## src/sv/dcfa_pkg.sv

```systemverilog
// ----------------------------------------------------------------------------
// dcfa_pkg
// Shared types, constants and saturation helpers for the contact force
// accumulator.
// ----------------------------------------------------------------------------
package dcfa_pkg;

	localparam int FRAC_BITS    = 16;
	localparam int WORD_BITS    = 32;
	localparam int IW           = WORD_BITS + 1;
	localparam int CW           = (IW + 2 > 34) ? IW + 2 : 34;
	localparam int MW           = 2 * IW;
	localparam int REG_BITS     = 32;
	localparam int CFG_IDX_BITS = 2;

	typedef logic signed [IW-1:0]        word_t;
	typedef logic signed [CW-1:0]        cword_t;
	typedef logic signed [WORD_BITS-1:0] fsum_t;
	typedef logic        [MW-1:0]        mag_t;

	typedef struct packed {
		logic  sat;
		word_t v;
	} wsat_t;

	typedef struct packed {
		logic  sat;
		fsum_t v;
	} fsat_t;

	typedef enum logic [1:0] {
		ALU_MUL,
		ALU_DIV,
		ALU_SQRT
	} alu_op_t;

	typedef struct packed {
		logic    start;
		alu_op_t op;
	} alu_req_t;

	typedef struct packed {
		logic done;
		logic sat;
	} alu_rsp_t;

	typedef enum logic [CFG_IDX_BITS-1:0] {
		CFG_GRAV_X,
		CFG_GRAV_Y,
		CFG_GRAV_Z,
		CFG_TOL
	} cfg_idx_t;

	typedef enum logic [5:0] {
		ST_IDLE,
		ST_OWN_LOAD,
		ST_OWN_KPR,
		ST_OWN_GX,
		ST_OWN_GY,
		ST_OWN_GZ,
		ST_NB_LOAD,
		ST_NB_K2,
		ST_NB_C2,
		ST_NB_DX,
		ST_NB_DY,
		ST_NB_DZ,
		ST_NB_RS2,
		ST_NB_DIST,
		ST_NB_UX,
		ST_NB_UY,
		ST_NB_UZ,
		ST_NB_KSUM,
		ST_NB_KPROD,
		ST_NB_KEQ,
		ST_NB_GAP,
		ST_NB_FE,
		ST_NB_DAMP,
		ST_NB_MSUM,
		ST_NB_MPROD,
		ST_NB_MRED,
		ST_NB_KM,
		ST_NB_SQ,
		ST_NB_CRIT,
		ST_NB_COEF,
		ST_NB_VX,
		ST_NB_VY,
		ST_NB_VZ,
		ST_NB_FN,
		ST_NB_FX,
		ST_NB_FY,
		ST_NB_FZ,
		ST_OUT
	} st_t;

	localparam logic signed [REG_BITS-1:0] GRAV_Z_RESET = -32'sd642253;

	localparam cword_t WIDE_MAX_C = (cword_t'(1) <<< WORD_BITS) - cword_t'(1);
	localparam cword_t WIDE_MIN_C = -(cword_t'(1) <<< WORD_BITS);
	localparam cword_t OUT_MAX_C  = (cword_t'(1) <<< (WORD_BITS - 1)) - cword_t'(1);
	localparam cword_t OUT_MIN_C  = -(cword_t'(1) <<< (WORD_BITS - 1));
	localparam mag_t   POW_W      = mag_t'(1) << WORD_BITS;
	localparam mag_t   HUGE_MAG   = POW_W + mag_t'(1);

	function automatic wsat_t clampw(cword_t x);
		wsat_t r;
		r.sat = 1'b0;
		r.v   = x[IW-1:0];
		if (x > WIDE_MAX_C) begin
			r.sat = 1'b1;
			r.v   = WIDE_MAX_C[IW-1:0];
		end else if (x < WIDE_MIN_C) begin
			r.sat = 1'b1;
			r.v   = WIDE_MIN_C[IW-1:0];
		end
		return r;
	endfunction

	function automatic fsat_t clampo(cword_t x);
		fsat_t r;
		r.sat = 1'b0;
		r.v   = x[WORD_BITS-1:0];
		if (x > OUT_MAX_C) begin
			r.sat = 1'b1;
			r.v   = OUT_MAX_C[WORD_BITS-1:0];
		end else if (x < OUT_MIN_C) begin
			r.sat = 1'b1;
			r.v   = OUT_MIN_C[WORD_BITS-1:0];
		end
		return r;
	endfunction

	// signed result from sign and magnitude, saturating to the internal range
	function automatic wsat_t from_mag(logic neg, mag_t mag);
		wsat_t          r;
		logic [IW-1:0]  low;
		low   = mag[IW-1:0];
		r.sat = 1'b0;
		if (neg) begin
			if (mag > POW_W) begin
				r.sat = 1'b1;
				r.v   = WIDE_MIN_C[IW-1:0];
			end else begin
				r.v = -$signed(low);
			end
		end else begin
			if (mag > POW_W - mag_t'(1)) begin
				r.sat = 1'b1;
				r.v   = WIDE_MAX_C[IW-1:0];
			end else begin
				r.v = $signed(low);
			end
		end
		return r;
	endfunction

endpackage

```

## src/sv/dcfa_alu.sv

```systemverilog
// ----------------------------------------------------------------------------
// dcfa_alu
// Shared fixed point unit: multiply, bit-serial restoring divide,
// two-bits-per-cycle square root. All results truncate and saturate.
// ----------------------------------------------------------------------------
module dcfa_alu import dcfa_pkg::*; (
	input  logic     clk,
	input  logic     arst_n,
	input  alu_req_t req,
	input  word_t    a,
	input  word_t    b,
	output alu_rsp_t rsp,
	output word_t    result
);

	localparam int DW   = IW + FRAC_BITS;
	localparam int NP   = (DW + 1) / 2;
	localparam int CNTW = $clog2(DW + 1);

	logic             busy_q;
	alu_op_t          op_q;
	logic [CNTW-1:0]  cnt_q;
	logic             neg_q;
	logic             dz_q;
	mag_t             prod_q;
	logic [DW-1:0]    num_q;
	logic [DW-1:0]    quo_q;
	logic [IW-1:0]    rem_q;
	logic [IW-1:0]    den_q;
	logic [2*NP-1:0]  sx_q;
	logic [NP+1:0]    srem_q;
	logic [NP-1:0]    root_q;

	logic [IW-1:0]    a_mag;
	logic [IW-1:0]    b_mag;
	logic [IW:0]      dtrial;
	logic             dge;
	logic [NP+1:0]    strial;
	logic [NP+1:0]    stest;
	logic             sge;
	logic             step;
	wsat_t            fm;

	assign a_mag  = a[IW-1] ? -a : a;
	assign b_mag  = b[IW-1] ? -b : b;
	assign dtrial = {rem_q, num_q[DW-1]};
	assign dge    = dtrial >= {1'b0, den_q};
	assign strial = {srem_q[NP-1:0], sx_q[2*NP-1 -: 2]};
	assign stest  = {root_q, 2'b01};
	assign sge    = strial >= stest;
	assign step   = busy_q && (cnt_q != '0);

	always_ff @(posedge clk or negedge arst_n) begin
		if (!arst_n) begin
			busy_q <= 1'b0;
			cnt_q  <= '0;
		end else if (req.start) begin
			busy_q <= 1'b1;
			case (req.op)
				ALU_DIV:  cnt_q <= (b_mag == '0) ? '0 : CNTW'(DW);
				ALU_SQRT: cnt_q <= CNTW'(NP);
				default:  cnt_q <= '0;
			endcase
		end else if (busy_q) begin
			if (cnt_q != '0) begin
				cnt_q <= cnt_q - CNTW'(1);
			end else begin
				busy_q <= 1'b0;
			end
		end
	end

	always_ff @(posedge clk) begin
		if (req.start) begin
			op_q  <= req.op;
			neg_q <= a[IW-1] ^ b[IW-1];
			dz_q  <= (b_mag == '0);
			case (req.op)
				ALU_MUL: begin
					prod_q <= mag_t'(a_mag) * mag_t'(b_mag);
				end
				ALU_DIV: begin
					num_q <= {a_mag, {FRAC_BITS{1'b0}}};
					den_q <= b_mag;
					rem_q <= '0;
					quo_q <= '0;
				end
				ALU_SQRT: begin
					if (a[IW-1] || (a == '0)) begin
						sx_q <= '0;
					end else begin
						sx_q <= (2*NP)'({a[IW-1:0], {FRAC_BITS{1'b0}}});
					end
					srem_q <= '0;
					root_q <= '0;
				end
				default: begin
				end
			endcase
		end else if (step) begin
			case (op_q)
				ALU_DIV: begin
					num_q <= {num_q[DW-2:0], 1'b0};
					quo_q <= {quo_q[DW-2:0], dge};
					rem_q <= dge ? IW'(dtrial - {1'b0, den_q}) : IW'(dtrial);
				end
				ALU_SQRT: begin
					sx_q   <= {sx_q[2*NP-3:0], 2'b00};
					srem_q <= sge ? strial - stest : strial;
					root_q <= {root_q[NP-2:0], sge};
				end
				default: begin
				end
			endcase
		end
	end

	always_comb begin
		case (op_q)
			ALU_MUL:  fm = from_mag(neg_q, prod_q >> FRAC_BITS);
			ALU_DIV:  fm = from_mag(neg_q, dz_q ? HUGE_MAG : mag_t'(quo_q));
			ALU_SQRT: fm = from_mag(1'b0, mag_t'(root_q));
			default:  fm = '0;
		endcase
	end

	assign rsp.done = busy_q && (cnt_q == '0);
	assign rsp.sat  = fm.sat;
	assign result   = fm.v;

endmodule

```

## config.mk

```make
export PLATFORM = sky130hd
export DESIGN_NAME = dcfa_alu
export DESIGN_NICKNAME = d
export VERILOG_FILES = /design/src/sv/dcfa_pkg.sv /design/src/sv/dcfa_alu.sv
export SDC_FILE = /design/constraint.sdc
export NUM_CORES = 2
export LEC_CHECK = 0
export ABC_AREA = 0
export ABC_CLOCK_PERIOD_IN_PS = 9200
export BUFFER_PORTS_ARGS = -buffer_cell sky130_fd_sc_hd__buf_2
export CAP_MARGIN = 10
export CORE_MARGIN = 2
export CORE_UTILIZATION = 55
export DETAILED_ROUTE_END_ITERATION = 8
export HOLD_SLACK_MARGIN = 0.1
export PLACE_DENSITY = 0.74
export SETUP_SLACK_MARGIN = 0.4
export SYNTH_ARGS = -nofsm -noshare
export SYNTH_HDL_FRONTEND = slang
export SYNTH_SLANG_ARGS = --single-unit
```

## constraint.sdc

```tcl
create_clock -name clk -period 9.2 [get_ports clk]
set_input_delay 0.92 -clock clk [delete_from_list [all_inputs] [get_ports clk]]
set_output_delay 0.92 -clock clk [all_outputs]
set_load 0.01 [all_outputs]
```

Word level (Yosys, flattened, before mapping):

Index checks and enable logic that the tools add are counted.

* bitwise gates (word level): 1
* order comparisons: 6
* multiply operators: 1
* mux-type cells: 49
* equality and inequality tests: 6
* reductions and logical operators: 19
* $add $sub $neg: 7

Operators with widths (number)
* $mux 49: 10
* $mux 33: 11
* $mux 25: 9
* $mux 50: 4
* $neg 33->33: 4
* $pmux 34 s3: 1
* $mux 34: 2
* $logic_not 33->1: 2
* $mul 33x33->66: 1
* $gt 50x32->1 const B: 1
* $gt 50x33->1 const B: 1
* $gt 49x32->1 const B: 1
* $gt 49x33->1 const B: 1
* $ge 34x33->1: 1
* $sub 33x33->33: 1
* $ge 27x27->1: 1
* $sub 25x25->25: 1
* $mux 6: 4
* $pmux 6 s2: 1
* $reduce_bool 2->1: 5
* $mux 1: 7
* $logic_not 6->1: 1
* $reduce_and 2->1: 3
* $reduce_and 3->1: 2
* other kinds (9): 14

* bits of input ports: 71
* output and inout bits: 35
* logic and storage cells: 102
* flip-flop bits (word level): 341

Depth between registers and ports, before layout:

* depth after elaboration: 6
* depth in mapped cells: 37
* depth with buffers taken out: 33

Worst setup path before layout:

No wires, ideal clock.

* path type: input to register
* start point: input port a[10]
* end point: register prod_q[65] (data pin)
* setup time: 259 ps
* arrival time: 10395 ps
* slack: -1454 ps
* required time: 8941 ps
* path buffers: 2
* stages: 33
* cell sequence: clkbuf_1 -> or4_1 -> nor4_1 -> nand4_1 -> or2_2 -> o41ai_1 -> xor2_1 -> clkbuf_1 -> nor2_1 -> fa_1 -> inv_1 -> fa_1 -> inv_1 -> fa_1 -> inv_1 -> fa_1 -> inv_1 -> fa_1 -> fa_1 -> fa_1 -> inv_1 -> fa_1 -> inv_1 -> ha_1 -> a21o_1 -> a21o_1 -> a21o_1 -> a211o_1 -> a41oi_1 -> o211ai_1 -> a2111oi_0 -> nor2_1 -> a211o_1

* longest elaborated chain between the ends: 3

Ends and longest elaborated chain
* start, declared: RTL line dcfa_alu.sv:10 `input word_t a,`
* $neg 33->33: RTL line dcfa_alu.sv:44 `assign a_mag = a[IW-1] ? -a : a;`
* $mux 33 *: RTL line dcfa_alu.sv:44
* $mul 33x33->66 *: RTL line dcfa_alu.sv:80 `prod_q <= mag_t'(a_mag) * mag_t'(b_mag);`
* end signal, assigned: RTL line dcfa_alu.sv:80
* end, declared: RTL line dcfa_alu.sv:25 `mag_t prod_q;`

Mark *: on every way between the ends. The rest lies on a longest branch, timed or not.
A chain may end at the register's enable or synchronous reset.

Worst setup path in the final report:

* start point: input port a[13]
* end point: register prod_q[56] (data pin)

The elaborated chain is that of the path after synthesis.

==> summary.txt <==
Run status
  – Outcome: finished, violations left
  – Failing checks: negative setup slack

Final layout
  – Post-layout util: 66.74%
  – Multi-input gate area: between 30000 and 40000 um^2
  – Register area: between 8000 and 9000 um^2
  – P&R area growth vs syn: 20.75%
  – Fill cells: 7467
  – Share of cells above drive strength 1: 19.52%
  – Nets: 7866

Worst setup path
  – Critical Path AT: about 10 ns
  – Worst Path Required: 9.51 ns
  – Max incr delay on CP: 0.58 ns
  – Slowest cell on crit path: or4_4
  – Worst setup EP type: flop
  – Setup Crit Path Kind: input port to flop
  – Critical-path maximum fanout: 6
  – Most common cell on crit path: fa_1
  – CP startpoint kind: input port

GRT
  – Vias in the first global route: 45840
  – First-pass GRT wire length: 269.4 mm
  – Pin count of the biggest net entering global routing: 106
  – Initial antenna violation count: 8
  – GRT overflow: 0
  – GRT Total Usage: 36.32%

Placement
  – PortBufs: between 100 and 150
  – GPL Wtd Cong: about 1
  – HPWL after detailed placement: 144.6 mm

Synth
  – Synthesized flop and latch total: between 200 and 300
  – Synth Flop Type: edfxtp_1
  – Yosys top cell area share: a little over a third
  – Top-count cell post-synth: inv_1
  – Netlist cell types: 90
  – Synth warnings: 0
  – Mean Syn Cell Area: 8.917 um^2
  – Sequential share of the synthesized area: 16.74%
  – Top cells by area, synth: fa_1 37%, edfxtp_1 16%, inv_1 8.4%, ha_1 7.9%, nand2_1 5.7%
  – Number of flops mapped to enable cells by yosys: 286
  – FFs w/ async S/R, synth: 2.389%
  – Mapped Nets: 7233
  – Leading area contributor after synthesis: fa_1
  – Synthesized area: 52360 um^2
  – Post-synth top cells: 1176 x inv_1, 958 x fa_1, 798 x nand2_1
  – Gate count of the mapped netlist: about 5900

Timing
  – Setup WS post-layout: -0.4686 ns
  – Fin. max-slew vios: 0
  – Final clock skew: 0.01910 ns
  – Tightest Pin Transition: 1.239 ns
  – Tmin final: between 9 and 10 ns
  – Max-slew headroom: 17.42%
  – Max Clk Rate: between 100 and 150 MHz
  – RSZ-0062 raised after global routing: yes
  – Final setup fails: 24
  – Fin. Hold Viols: 0
  – Final period util: 105.1%

Route
  – Initial DRC Count: 4917
  – Vias per cell: 5.766
  – First-pass detailed-route iteration total: 9
  – Vias: 44980
  – DRT antenna net count: 0
  – Number of remaining DRC errors: 0
  – Wire length per cell: 22.55 um
  – Routed WL: 175.9 mm

Clocking
  – Clock sinks: 293
  – Clock-pin slew on the worst setup and hold paths: approximately 0.060 ns
  – Post-CTS Hold Buffers: 0
  – Clock buffer depth: 3
  – CTS buffer count: 36
  – Root buf cell: clkbuf_16
  – H-tree depth: 2
  – CTS tree: done
  – Clk Latency, worst-skew pair: 0.56 ns

Floorplanning
  – Die area: around 98000 um^2
  – Row Count: 113
  – Starting Density: 55.28%
  – Core area: 94730 um^2
  – I/O Pins: approximately 110
  – Die Span Y: 312.6 um
  – Die width: between 300 and 400 um

Flow run
  – Max Cap Viol: 0

Hold path
  – Hold Crit Class: input port to asynchronous set/reset pin
-- sequential cells by signal, indices dropped and copies added (netlist names) --
signal  flops
sx_q       34
srem_q     25
op_q        2
prod_q     50
busy_q      1
den_q      33
rem_q      33
cnt_q       6
root_q     25
quo_q      49
dz_q        1
num_q      33
neg_q       1
-- timing repair --
action,4_1_cts,5_1_grt
pin swaps,145,143
setup endpoints to repair,42,44
buffers inserted,33,23
resized for setup,164,164
-- final cells by class --
type | count | share of cell area (%)
Multi-Input combinational cell | 4110 | 62.87
Antenna cell | 4 | 0.01583
Clock buffer | 39 | 1.476
Clock inverter | 25 | 0.5482
Timing Repair Buffer | 878 | 11.67
Sequential cell | 293 | 13.86
Inverter | 1186 | 7.057
Tap cell | 1265 | 2.503
-- per-stage QoR --
stage	worst slack, ns	cells	cell area (um^2)	setup TNS (ns)	hold slack (ns)
floorplan	-0.7494	5872	52690	-13.39	0.5035
global placement	-1.086	7676	60110	-27.26	0.5281
detailed placement	-1.254	7676	60110	-32.44	0.5440
CTS	-0.4166	7773	62430	-6.308	0.1580
global route	-0.6603	7798	63220	-13.23	0.1670
finish	-0.4686	7800	63230	-7.656	0.1738
-- cells in the final DEF, fill, tap and decap left out, types with 28 or more instances in the layout --
master and n:
inv_1 1119, fa_1 921, nand2_1 789, nor2_1 683
buf_4 656, ha_1 308, edfxtp_1 286, a21oi_1 172
o21ai_0 108, buf_2 101, nor2b_1 79, xor2_1 73
xnor2_1 71, nor3_1 65, buf_12 65, inv_2 63
nand3_1 57, buf_6 52, a21o_1 48, nand4_1 41
fa_2 37, clkbuf_16 37, nor4_1 29, nand2b_1 28
-- worst max-delay path: cells and delay by family --
kind	cells	cell delay [ns]
buf+inv	15	1.60
compound gates	8	1.47
xor+xnor	2	0.41
simple gates	6	1.28
fa+ha+maj	9	4.29
-- layer usage --
metal,GRT usage (%),vias up,routed length (um)
li1,-,19510,-
met2,56.01,2586,78980
met4,13.33,8,7692
met5,0,-,49
met3,8.474,420,20300
met1,50.43,22450,68850
-- cell families after synthesis --
group / synth area share (%)
AND/OR/NAND/NOR: 16.11
AO/OA/AOI/OAI: 7.952
XOR/XNOR: 3.513
multiplexers: 0.5830
adder cells (fa/ha/maj): 44.56
flip-flops: 16.74
buffers and inverters: 10.54
-- worst paths after layout --
kind | startpoint | end | slack, ns | depth (start not counted)
max reg2reg | num_q[48] | rem_q[17] | 4.93 | 12
max | a[13] | prod_q[56] | -0.47 | 40
min | arst_n | cnt_q[3] | 0.17 | 1
min in group clk | sx_q[46] | sx_q[48] | 0.57 | 1
max in group asynchronous | arst_n | busy_q | 8.87 | 1
min reg2reg | sx_q[46] | sx_q[48] | 0.57 | 1
Power is not shown: default switching activity piles up to over one toggle a cycle in this logic, so the estimate is an artifact.
